===== src/hdl/replica_exchange_permutation_top_assert.svh =====
// Assertion macros for the replica-exchange engine.
`ifndef REPLICA_EXCHANGE_PERMUTATION_TOP_ASSERT_SVH
`define REPLICA_EXCHANGE_PERMUTATION_TOP_ASSERT_SVH

// Same-cycle implication, checked outside reset.
`define RXP_ASSERT_IMPL(label, clk, rst, ante, cons) \
  label: assert property (@(posedge clk) disable iff (rst) (ante) |-> (cons)) \
    else $error("replica exchange assertion failed");

// Next-cycle implication, checked outside reset.
`define RXP_ASSERT_NEXT(label, clk, rst, ante, cons) \
  label: assert property (@(posedge clk) disable iff (rst) (ante) |=> (cons)) \
    else $error("replica exchange assertion failed");

`endif


===== src/hdl/rxp_pkg.sv =====
`default_nettype none
package rxp_pkg;

  localparam int REPLICAS  = 16;
  localparam int FRAC_BITS = 16;

  localparam int ADDR_W = $clog2(REPLICAS);
  localparam int IDX_W  = 4;
  localparam int MODE_W = 2;
  localparam int DATA_W = 32;
  localparam int PROD_W = 2 * DATA_W;
  localparam int TT_W   = DATA_W + FRAC_BITS;

  localparam logic [MODE_W-1:0] MODE_BETA   = 2'd0;
  localparam logic [MODE_W-1:0] MODE_ENERGY = 2'd1;
  localparam logic [MODE_W-1:0] MODE_EXCH   = 2'd2;
  localparam logic [MODE_W-1:0] MODE_READ   = 2'd3;

  // one-hot step commands from the controller
  typedef struct packed {
    logic load;
    logic rd1;
    logic rd2;
    logic dif;
    logic mul;
    logic dec;
    logic wr1;
    logic wr2;
    logic fin;
  } cmd_t;

  typedef struct packed {
    logic bad;
    logic exch;
    logic out_busy;
  } status_t;

endpackage
`default_nettype wire


===== src/hdl/rxp_ctrl.sv =====
`default_nettype none
module rxp_ctrl (
  input  logic               clk,
  input  logic               rst,
  input  logic               item_valid,
  output logic               item_stall,
  input  rxp_pkg::status_t   status,
  output rxp_pkg::cmd_t      cmd
);

  localparam logic [3:0] ST_IDLE = 4'd0;
  localparam logic [3:0] ST_RD1  = 4'd1;
  localparam logic [3:0] ST_RD2  = 4'd2;
  localparam logic [3:0] ST_DIF  = 4'd3;
  localparam logic [3:0] ST_MUL  = 4'd4;
  localparam logic [3:0] ST_DEC  = 4'd5;
  localparam logic [3:0] ST_WR1  = 4'd6;
  localparam logic [3:0] ST_WR2  = 4'd7;
  localparam logic [3:0] ST_FIN  = 4'd8;

  logic [3:0] state;
  logic [3:0] state_next;

  always_ff @(posedge clk) begin
    if (rst) begin
      state <= ST_IDLE;
    end else begin
      state <= state_next;
    end
  end

  assign item_stall = (state != ST_IDLE);

  always_comb begin
    cmd        = '0;
    state_next = state;
    case (state)
      ST_IDLE: begin
        if (item_valid) begin
          cmd.load   = 1'b1;
          state_next = ST_RD1;
        end
      end
      ST_RD1: begin
        cmd.rd1 = 1'b1;
        // writes, reads and bad items finish straight away
        if (status.bad || !status.exch) begin
          state_next = ST_FIN;
        end else begin
          state_next = ST_RD2;
        end
      end
      ST_RD2: begin
        cmd.rd2    = 1'b1;
        state_next = ST_DIF;
      end
      ST_DIF: begin
        cmd.dif    = 1'b1;
        state_next = ST_MUL;
      end
      ST_MUL: begin
        cmd.mul    = 1'b1;
        state_next = ST_DEC;
      end
      ST_DEC: begin
        cmd.dec    = 1'b1;
        state_next = ST_WR1;
      end
      ST_WR1: begin
        cmd.wr1    = 1'b1;
        state_next = ST_WR2;
      end
      ST_WR2: begin
        cmd.wr2    = 1'b1;
        state_next = ST_FIN;
      end
      ST_FIN: begin
        if (!status.out_busy) begin
          cmd.fin    = 1'b1;
          state_next = ST_IDLE;
        end
      end
      default: begin
        state_next = ST_IDLE;
      end
    endcase
  end

endmodule
`default_nettype wire


===== config.mk =====
export PLATFORM = sky130hd
export DESIGN_NAME = rxp_ctrl
export DESIGN_NICKNAME = d
export VERILOG_FILES = /design/src/hdl/replica_exchange_permutation_top_assert.svh /design/src/hdl/rxp_pkg.sv /design/src/hdl/rxp_ctrl.sv
export SDC_FILE = /design/constraint.sdc
export NUM_CORES = 1
export LEC_CHECK = 0
export CORE_AREA = 10 10 47 49
export CTS_BUF_LIST = sky130_fd_sc_hd__clkbuf_8
export CTS_CLUSTER_SIZE = 12
export DETAILED_ROUTE_END_ITERATION = 10
export DIE_AREA = 0 0 57 59
export DONT_BUFFER_PORTS = 1
export GPL_ROUTABILITY_DRIVEN = 0
export GPL_TIMING_DRIVEN = 0
export HOLD_SLACK_MARGIN = 0.1
export PLACE_DENSITY = 0.36
export RECOVER_POWER = 25
export SLEW_MARGIN = 20
export SYNTH_ARGS = -nofsm -noshare
export SYNTH_HDL_FRONTEND = slang
export SYNTH_SLANG_ARGS = --single-unit
export TNS_END_PERCENT = 30

===== constraint.sdc =====
create_clock -name clk -period 1.85 [get_ports clk]
set_input_delay 0.37 -clock clk [delete_from_list [all_inputs] [get_ports clk]]
set_output_delay 0.37 -clock clk [all_outputs]
set_load 0.05 [all_outputs]

After elaboration in Yosys (flattened, before gate mapping)
Cells that the tools add are included.

Flip-flop bits (word level): 4. Input port bits: 6. Output and inout port bits: 10.

Equality and inequality tests: 10. Muxes and demuxes: 15. Reduce and logical (&&, ||, !) cells: 5.

Operators by type and width (number): $pmux 4 s9 (1); $eq 4x3->1 const B (4); $mux 4 (3); $mux 1 (11); $eq 4x2->1 const B (2); $eq 4x1->1 const B (1); $eq 4x4->1 const B (1); $logic_not 4->1 (1); $ne 2x2->1 const B (2); $reduce_bool 4->1 (1); $reduce_and 2->1 (1); $logic_not 1->1 (1); $logic_or 1x1->1 (1).

Longest topological paths before layout
Gate-level depths: netlist of the first run.

Word-level depth: 4. Gate-level depth with buffers: 4.

Worst setup path before layout of the first run
No wires, ideal clock.

Kind: flip-flop to output port. Start: reg state[3]. End: out cmd[7] (netlist bit). Arrival: 1697 ps. Path slack: -217 ps. Stages on the path, launching flop included: 4. Buffers on the path: 1. Cell sequence: dfxtp_1 buf_2 nand2b_1 nor3_1.

RTL lines: from (decl) (line rxp_ctrl.sv:21) `logic [3:0] state;`; from (signal assigned) (line rxp_ctrl.sv:28) `state <= state_next;`; to (decl) (line rxp_ctrl.sv:8) `output rxp_pkg::cmd_t cmd`.

==> impl_results.md, run 1 <==
- Via count: about 260
- Skew-Pair Late Insertion Delay: 0.21 ns
- Yosys top cell area share: 28.3%
- Largest register by flop count: state
- Sequential area share after synthesis: 28.3%
- Final min period: 1.88 ns
- DR WL/cell: 13.8 um
- Endpoint class of the critical path: output pin
- DR top layer: met4
- Hold WC Path Type: in2reg
- Core Util, Final: 27.9%
- Clock skew: ~0.0014 ns
- Peak Freq: 0.532 GHz
- Worst path arrival time: 1.51 ns
- Period utilization: 102%
- #FFs+latches synth: 4
- Biggest regs: state (4)
- Fillers: 158
- Leakage dissipation: 0.135 nW
- Sw Ratio: 29.8%
- Ranking of synthesized cells by area: dfxtp_1 (28%), nor3_1 (11%), nor2_1 (8.0%)
- Max reg flops: 4
- Failing checks: negative setup slack
- Mapped Cells: 38
- Sequential share of power: between 20% and 30%
- Fin worst setup slack: -0.0294 ns
- DRT iter0 DRCs: 5
- All-Layer GR Usage: 5.10%
- Die area: roughly 3400 sq um
- Vias in the first global route: 264
- Core area: 1400 sq um
- Clk pwr share: 50.2%
- Internal power: 247 uW
- First-pass GRT wire length: 1310 um
- Slew margin rel.: about 43%
- Largest net degree at the start of global routing: 10
- Status: finished, violations left
- Gr ovfl total: 0
- Antenna Nets Post-Route: 0
- Post-synth EDFFs: 0
- Final Max Tran Viols: 0
- Req. time, crit path: between 1 and 1.5 ns
- Post-route DRC: 0
- RSZ-0062 raised after global routing: true
- Max-cap viol count: 0
- Synth cell types: 19
- Total CTS buffers: 3
- Crit start category: flip-flop
- Power share of the combinational group: 23.5%
- Hold Vio Cnt, Final: 0
- Row Count: 14
- Sequential cell area: 80.1 sq um
- DIE WIDTH: 57 um
- Clk slew on worst S/H paths: roughly 0.030 ns
- Post-Route M1 WL: around 320 um
- Syn Std Cell Area: 283 sq um
- Area Overhead vs Synth: 38.5%
- Sw power: 105 uW
- Initial antenna violation count: 0
- H-tree depth: 1
- Post-synth top cells: nor2_1 (6), nor3_1 (6), nand2_1 (5)
- Yosys warning count: 0
- Area leader, netlist: dfxtp_1
- Via/cell ratio: 4.63
- Post-CTS Setup Inserts: 0
- Layout cells sized above 1: 46.3%
- IO Count: 16
- Routed WL: slightly below 800 um
- Drt pass-1 iters: 4
- Initial Utilization: 20.2%
- Sink Count: 4
- Multi-input gate area: 219 sq um
- CTS tree: yes
- Synthesized net count: between 40 and 50
- Syn Area/Cell: 7.44 sq um
- Peak VDD IR: 0.313 mV
- Finish-stage setup viols: 4
- Post-Place Worst Slack: -0.0160 ns
- Antenna cells: 0
- Post-synth top flop: dfxtp_1
- CTS max path bufs: 2
- Met2 wire length: 350 um
- Setup TNS: -0.105 ns
- Die Span Y: about 59 um
- Crit Path Max Fanout: 6
- Root Buffer: clkbuf_8
- Async SR Flop Fraction: 0%
- Nets: 49
- Met3 Routed Length: about 100 um
- Kind of critical path: reg2out
- # port buffers: 0
- Pwr per Cell Area: approximately 900 nW/um^2
- Least-Margin Pin Slew: 0.855 ns
-- kinds of logic after synthesis --
family	after synthesis	synth area share, %
and+or+nand+nor	24	41.6
buffers and inverters	5	11.1
AOI/OAI and AO/OA	4	15.9
DFF	4	28.3
xor gates and xnor gates	1	3.10
-- per-layer routing --
layer  global-route usage (%)  up-vias
li1                         -      134
met1                     4.87      113
met2                     7.60       15
met3                     4.08        2
met4                     3.02        0
met5                        0        -
-- final timing paths --
check             startpoint  depth (start not counted)        to  slack, ns
setup reg to reg    state[3]                          3  state[3]       0.71
hold reg to reg     state[0]                          2  state[0]       0.59
setup / recovery    state[2]                          2    cmd[2]      -0.03
hold / removal           rst                          1  state[1]       0.22
-- power groups by stage --
stage	sequential, mW	combinational [mW]	clock (mW)
after CTS	0.0924	0.0795	0.184
after global placement	0.0934	0.0749	0
after floorplan	0.0932	0.0680	0
after global routing	0.0927	0.0894	0.189
after detailed placement	0.0936	0.0785	0
final	0.0925	0.0830	0.177
-- timing repair --
action | in CTS | in global routing
hold buffers | 0 | 0
pin swaps | 0 | 0
resized for setup | 2 | 5
setup endpoints to repair | 6 | 6
-- metrics by stage --
step / cells / hold WS, ns / area, sq um / power, mW
floorplan: 38 / 0.435 / 283 / 0.161
global placement: 54 / 0.441 / 303 / 0.168
detailed placement: 54 / 0.439 / 323 / 0.172
CTS: 57 / 0.215 / 372 / 0.356
global route: 57 / 0.211 / 392 / 0.371
finish: 57 / 0.220 / 392 / 0.353
-- critical path, stage by stage (launching register included) --
cell and delay, ns:
dfxtp_1 0.47, nand2_1 0.16, nor3_2 0.67
-- area by class of cell --
type	count	area share, %
flip-flops and latches	4	20.4
inverters	2	1.92
well taps	16	5.11
plain buffers	3	6.07
multi-input cells	29	55.9
clock buffers	3	10.5
-- layout by cell type (no fill, tap or decap), drive strengths merged --
| master | n |
|---|---|
| a211o | 1 |
| nand3 | 1 |
| nor3 | 6 |
| nand2 | 5 |
| inv | 2 |
| o32ai | 1 |
| nand2b | 3 |
| a211oi | 1 |
| clkbuf | 3 |
| or2b | 1 |
| and3 | 1 |
| xnor2 | 1 |
| nor2 | 6 |
| a21boi | 1 |
| buf | 3 |
| dfxtp | 4 |
| nor4 | 1 |
Power figures use the tool's default switching activity.
==> inputs of run 2 (changes only) <==
SETUP_SLACK_MARGIN = 0.05   (was unset)
SLEW_MARGIN = unset   (was 20)
==> impl_results.md, run 2 (synthesis gave the netlist of run 1 again) <==
- Layout cells sized above 1: 42.2% (-4.1 points)
- Leakage dissipation: 0.149 nW (+10%)
- Met2 Track Usage GR: 7.75% (+0.16 points)
- Period utilization: 98.0% (-3.6 points)
- Biggest regs: state (4)
- Drt pass-1 iters: 1 (-3)
- Via count: 288 (+9.1%)
- Gr ovfl total: 0 (unchanged)
- DRT iter0 DRCs: 0 (-5)
- Hold WC Path Type: in2reg
- Endpoint class of the critical path: output pin
- Largest net degree at the start of global routing: 10 (unchanged)
- Nets: 53 (+8.2%)
- Clock skew: 0.00414 ns (+0.00269 ns)
- Vias in the first global route: 278 (+5.3%)
- Post-route DRC: 0 (unchanged)
- Req. time, crit path: 1.48 ns (about the same)
- Peak VDD IR: 0.534 mV (+71%)
- Antenna cells: 0 (unchanged)
- Die area: 3360 sq um (unchanged)
- Fin cells: 61 (+7.0%)
- Final Max Tran Viols: 0 (unchanged)
- Clk slew on worst S/H paths: 0.03 ns (about the same)
- CTS max path bufs: 2 (unchanged)
- Sink Count: 4 (unchanged)
- Least-Margin Pin Slew: 0.564 ns (-0.291 ns)
- Root Buffer: clkbuf_8
- Hold Vio Cnt, Final: 0 (unchanged)
- Die Span Y: 59 um (unchanged)
- Skew-Pair Late Insertion Delay: 0.21 ns (about the same)
- Final min period: 1.81 ns (-0.0672 ns)
- Via/cell ratio: 4.72 (+1.9%)
- DIE WIDTH: 57 um (unchanged)
- Pwr per Cell Area: 899 nW/um^2 (-0.17%)
- DR WL/cell: 12.8 um (-7.9%)
- Crit Path Max Fanout: 9 (+3)
- Met1 usage: 5.11% (+0.24 points)
- Worst path arrival time: 1.44 ns (-0.07 ns)
- Row Count: 14 (unchanged)
- Slew margin rel.: 62.4% (+20 points)
- RSZ-0062 raised after global routing: true
- Most frequent cells in the layout: nor3_1 (6), buf_4 (5), nand2_1 (5), nor2_2 (4), dfxtp_1 (4)
- Crit start category: flip-flop
- Routed WL: 778 um (-1.4%)
- Max-cap viol count: 0 (unchanged)
- Hold_buf cts: 0 (unchanged)
- Area Overhead vs Synth: 38.5% (unchanged)
- Largest register by flop count: state
- Fillers: 163 (+3.2%)
- Antenna Nets Post-Route: 0 (unchanged)
- First-pass GRT wire length: 1350 um (+3.1%)
- Dpl hpwl: 648 um
- All-Layer GR Usage: 5.23% (+0.13 points)
- Hold WS: 0.221 ns (+0.00137 ns)
- Peak Freq: 0.552 GHz (+3.7%)
- H-tree depth: 1 (unchanged)
- Commonest non-fill, non-tap cell in the layout: nor3_1
- # port buffers: 0 (unchanged)
- Total CTS buffers: 3 (unchanged)
- Max reg flops: 4 (unchanged)
- IO Count: 16 (unchanged)
- Finish-stage setup viols: 0 (-4)
- Status: complete, no violations
- CTS tree: yes
- Initial antenna violation count: 0 (unchanged)
- Grt met3 use: 4.72% (+0.64 points)
- Initial Utilization: 20.2% (unchanged)
- Placed insts: 58 (+7.4%)
- Core area: 1400 sq um (unchanged)
- Post-CTS Setup Inserts: 0 (unchanged)
- Gr busiest metal: met2
- Kind of critical path: reg2out
[run 2: cell count changes in the layout (fill, tap and decap cells not counted)]
cell / delta
inv_1: +1
nor3_2: -2
nor2_2: +1
buf_4: +4
nor2_1: -1
nor3_4: -2
inv_2: -1
nor3_1: +4
[run 2: path summary, 6_finish.rpt]
path,from,endpoint,slack [ns],cells past startpoint
setup / recovery,state[3],cmd[5],0.04,3
hold / removal,rst,state[1],0.22,1
setup reg to reg,state[3],state[3],0.76,3
hold reg to reg,state[0],state[0],0.56,2
[run 2: worst max-delay path: stages (launching register included)]
cell and delay (ns):
dfxtp_1 0.28, buf_2 0.17, nand2b_1 0.27, nor2_2 0.51
[run 2: stage by stage]
step           power, mW  utilization (%)  cell area (sq um)  TNS (ns)  setup WS [ns]
2_1_floorplan      0.161                -                283    -0.530         -0.217
5_1_grt            0.370             27.9                392   -0.0508        -0.0214
6_report           0.352             27.9                392         0         0.0379
3_5_place_dp       0.173             23.8                333  -0.00425       -0.00425
3_3_place_gp       0.168             21.6                303    -0.971         -0.347
4_1_cts            0.357             27.2                382    -0.502         -0.171
[run 2: cell type report]
type	count	area (sq um)	area share, %
clock buffers	3	41.3	10.5
inverters	2	7.51	1.92
multi-input cells	29	189	48.2
well taps	16	20.0	5.11
flip-flops and latches	4	80.1	20.4
repair buffers	4	30.0	7.67
plain buffers	3	23.8	6.07
[run 2: power breakdown]
part / switching [mW] / internal (mW)
clock: 0.0398 / 0.138
combinational: 0.0610 / 0.0206
sequential: 0.00134 / 0.0911
total: 0.102 / 0.250
[run 2: what timing repair did]
action,in CTS,in global routing
endpoints found under the setup margin,4,4
resized for setup,2,4
hold endpoints to repair,0,0
pin swaps,0,1
[run 2: metal layers]
| metal | up-vias | part of all wire, % |
|---|---|---|
| met5 | - | 0 |
| met4 | 0 | 2.2 |
| met3 | 2 | 14 |
| met2 | 15 | 44 |
| met1 | 130 | 40 |
| li1 | 141 | - |
==> inputs of run 3 (changes only) <==
CTS_BUF_LIST = sky130_fd_sc_hd__clkbuf_4   (was sky130_fd_sc_hd__clkbuf_8)
==> impl_results.md, run 3 (synthesis gave the netlist of run 1 again) <==
- Status: complete, no violations
- Die Span Y: 59 um (unchanged)
- DRT iter0 DRCs: 1 (+1)
- CTS max path bufs: 2 (unchanged)
- Core area: 1400 sq um (unchanged)
- Layout cells sized above 1: 44.4% (+2.2 points)
- Crit start category: flip-flop
- RSZ-0062 raised after global routing: true
- Pwr Total: 280 uW (-20%)
- Hold Vio Cnt, Final: 0 (unchanged)
- Max-cap viol count: 0 (unchanged)
- Clock skew: 0.00523 ns (+0.00109 ns)
- All-Layer GR Usage: 5.27% (+0.043 points)
- Most frequent cells in the layout: nor3_1 (6), buf_4 (5), nand2_1 (5), dfxtp_1 (4)
- Fin cells: 61 (unchanged)
- # port buffers: 0 (unchanged)
- Sink Count: 4 (unchanged)
- Placed insts: 58 (unchanged)
- Via/cell ratio: 4.64 (-1.7%)
- Dpl hpwl: 648 um (unchanged)
- Antenna cells: 0 (unchanged)
- Kind of critical path: reg2out
- Gr ovfl total: 0 (unchanged)
- Die area: 3360 sq um (unchanged)
- Drt pass-1 iters: 2 (+1)
- Peak VDD IR: 0.379 mV (-29%)
- Biggest regs: state (4)
- Hold WC Path Type: in2reg
- Clk pwr share: 37.7% (-13 points)
- Area Overhead vs Synth: 32.3%
- DR top layer: met4
- Leakage dissipation: 0.141 nW (-5.4%)
- Worst path arrival time: 1.42 ns (-0.02 ns)
- Least-Margin Pin Slew: 0.561 ns (-0.00253 ns)
- Initial antenna violation count: 0 (unchanged)
- CP Cell Sequence: buf_2 -> nand2b_2 -> nor2_2
- Reg2Reg Depth: 3 (unchanged)
- Post-CTS Setup Inserts: 0 (unchanged)
- Antenna Nets Post-Route: 0 (unchanged)
- Initial Utilization: 20.2% (unchanged)
- Sequential share of power: 32.9% (+6.7 points)
- Hold_buf cts: 0 (unchanged)
- Slew margin rel.: 62.6% (+0.17 points)
- Sw Ratio: 34.0% (+5.0 points)
- Final Max Tran Viols: 0 (unchanged)
- DIE WIDTH: 57 um (unchanged)
- Met3 Routed Length: 105 um (-0.94%)
- Period utilization: 96.7% (-1.3 points)
- Req. time, crit path: 1.48 ns (about the same)
- Max reg flops: 4 (unchanged)
- Post_cts resized: 5 (+3)
- Routed WL: 769 um (-1.2%)
- Largest net degree at the start of global routing: 10 (unchanged)
- Met2 wire length: 333 um (-2.1%)
- Final min period: 1.79 ns (-0.0238 ns)
- Endpoint class of the critical path: output pin
- Pwr per Cell Area: 748 nW/um^2 (-17%)
- Post-Route M1 WL: 314 um (-0.32%)
- Commonest non-fill, non-tap cell in the layout: nor3_1
- Largest register by flop count: state
- First-pass GRT wire length: 1360 um (+0.52%)
- Nets: 53 (unchanged)
- Total CTS buffers: 3 (unchanged)
- Vias in the first global route: 289 (+4.0%)
- Post-route DRC: 0 (unchanged)
- Peak Freq: 0.559 GHz (+1.3%)
- Power share of the combinational group: 29.4% (+6.2 points)
- Slowest CP cell: nor2_2
- Internal power: 185 uW (-26%)
- DR WL/cell: 12.6 um (-1.2%)
- Worst Hold Depth: 1 (unchanged)
- Via count: 283 (-1.7%)
- Core Util, Final: 26.7% (-1.3 points)
- Finish-stage setup viols: 0 (unchanged)
- H-tree depth: 1 (unchanged)
- Clk slew on worst S/H paths: 0.03 ns (about the same)
- CTS tree: yes
- IO Count: 16 (unchanged)
- Skew-Pair Late Insertion Delay: 0.23 ns (+0.02 ns)
- Crit Path Max Fanout: 9 (unchanged)
- Sw power: 95.2 uW (-6.8%)
- Slowest cell delay on critical path: 0.48 ns (-0.03 ns)
- Root Buffer: clkbuf_4
- Row Count: 14 (unchanged)
## run 3: cell count changes in the layout (fill, tap and decap cells not counted)
cell	previous run	this run
clkbuf_8	3	0
nand2b_2	1	2
nand2b_1	2	1
and3_1	1	0
nor2_2	4	3
nor2_1	1	2
and3_2	0	1
clkbuf_4	0	3
## run 3: power groups by stage
stage / clock network [mW] / registers (mW) / logic (mW)
detailed placement: 0 / 0.0936 / 0.0797
global route: 0.120 / 0.0923 / 0.0880
CTS: 0.112 / 0.0923 / 0.0820
global placement: 0 / 0.0934 / 0.0749
floorplan: 0 / 0.0932 / 0.0680
finish: 0.105 / 0.0922 / 0.0823
## run 3: path summary, 6_finish.rpt
| check | from | end | slack, ns |
|---|---|---|---|
| min | rst | state[1] | 0.20 |
| min reg2reg | state[0] | state[0] | 0.56 |
| max | state[3] | cmd[3] | 0.06 |
| max reg2reg | state[2] | state[1] | 0.79 |
## run 3: cell type report
| class | instances | area, sq um |
|---|---|---|
| fillers | 164 | 1030 |
| multi-input cells | 29 | 190 |
| flip-flops and latches | 4 | 80.1 |
| repair buffers | 4 | 30.0 |
| plain buffers | 3 | 23.8 |
| clock buffers | 3 | 22.5 |
| well taps | 16 | 20.0 |
| inverters | 2 | 7.51 |
## run 3: critical path: cells and delay by family (launching register included)
family,cells,cell delay [ns]
simple gates,2,0.74
buf+inv,1,0.17
flops,1,0.28
## run 3: routing by layer
metal / track usage, % / vias to the layer above
li1: - / 143
met1: 4.87 / 123
met2: 7.75 / 15
met3: 4.72 / 2
met4: 3.02 / 0
met5: 0 / -
## run 3: stage by stage
stage	hold WS (ns)	setup WS, ns	instance area [sq um]	setup TNS, ns
floorplan	0.435	-0.217	283	-0.530
global placement	0.441	-0.347	303	-0.971
detailed placement	0.439	-0.00425	333	-0.00425
CTS	0.193	0.00316	370	0
global route	0.179	-0.00461	374	-0.00726
finish	0.202	0.0617	374	0
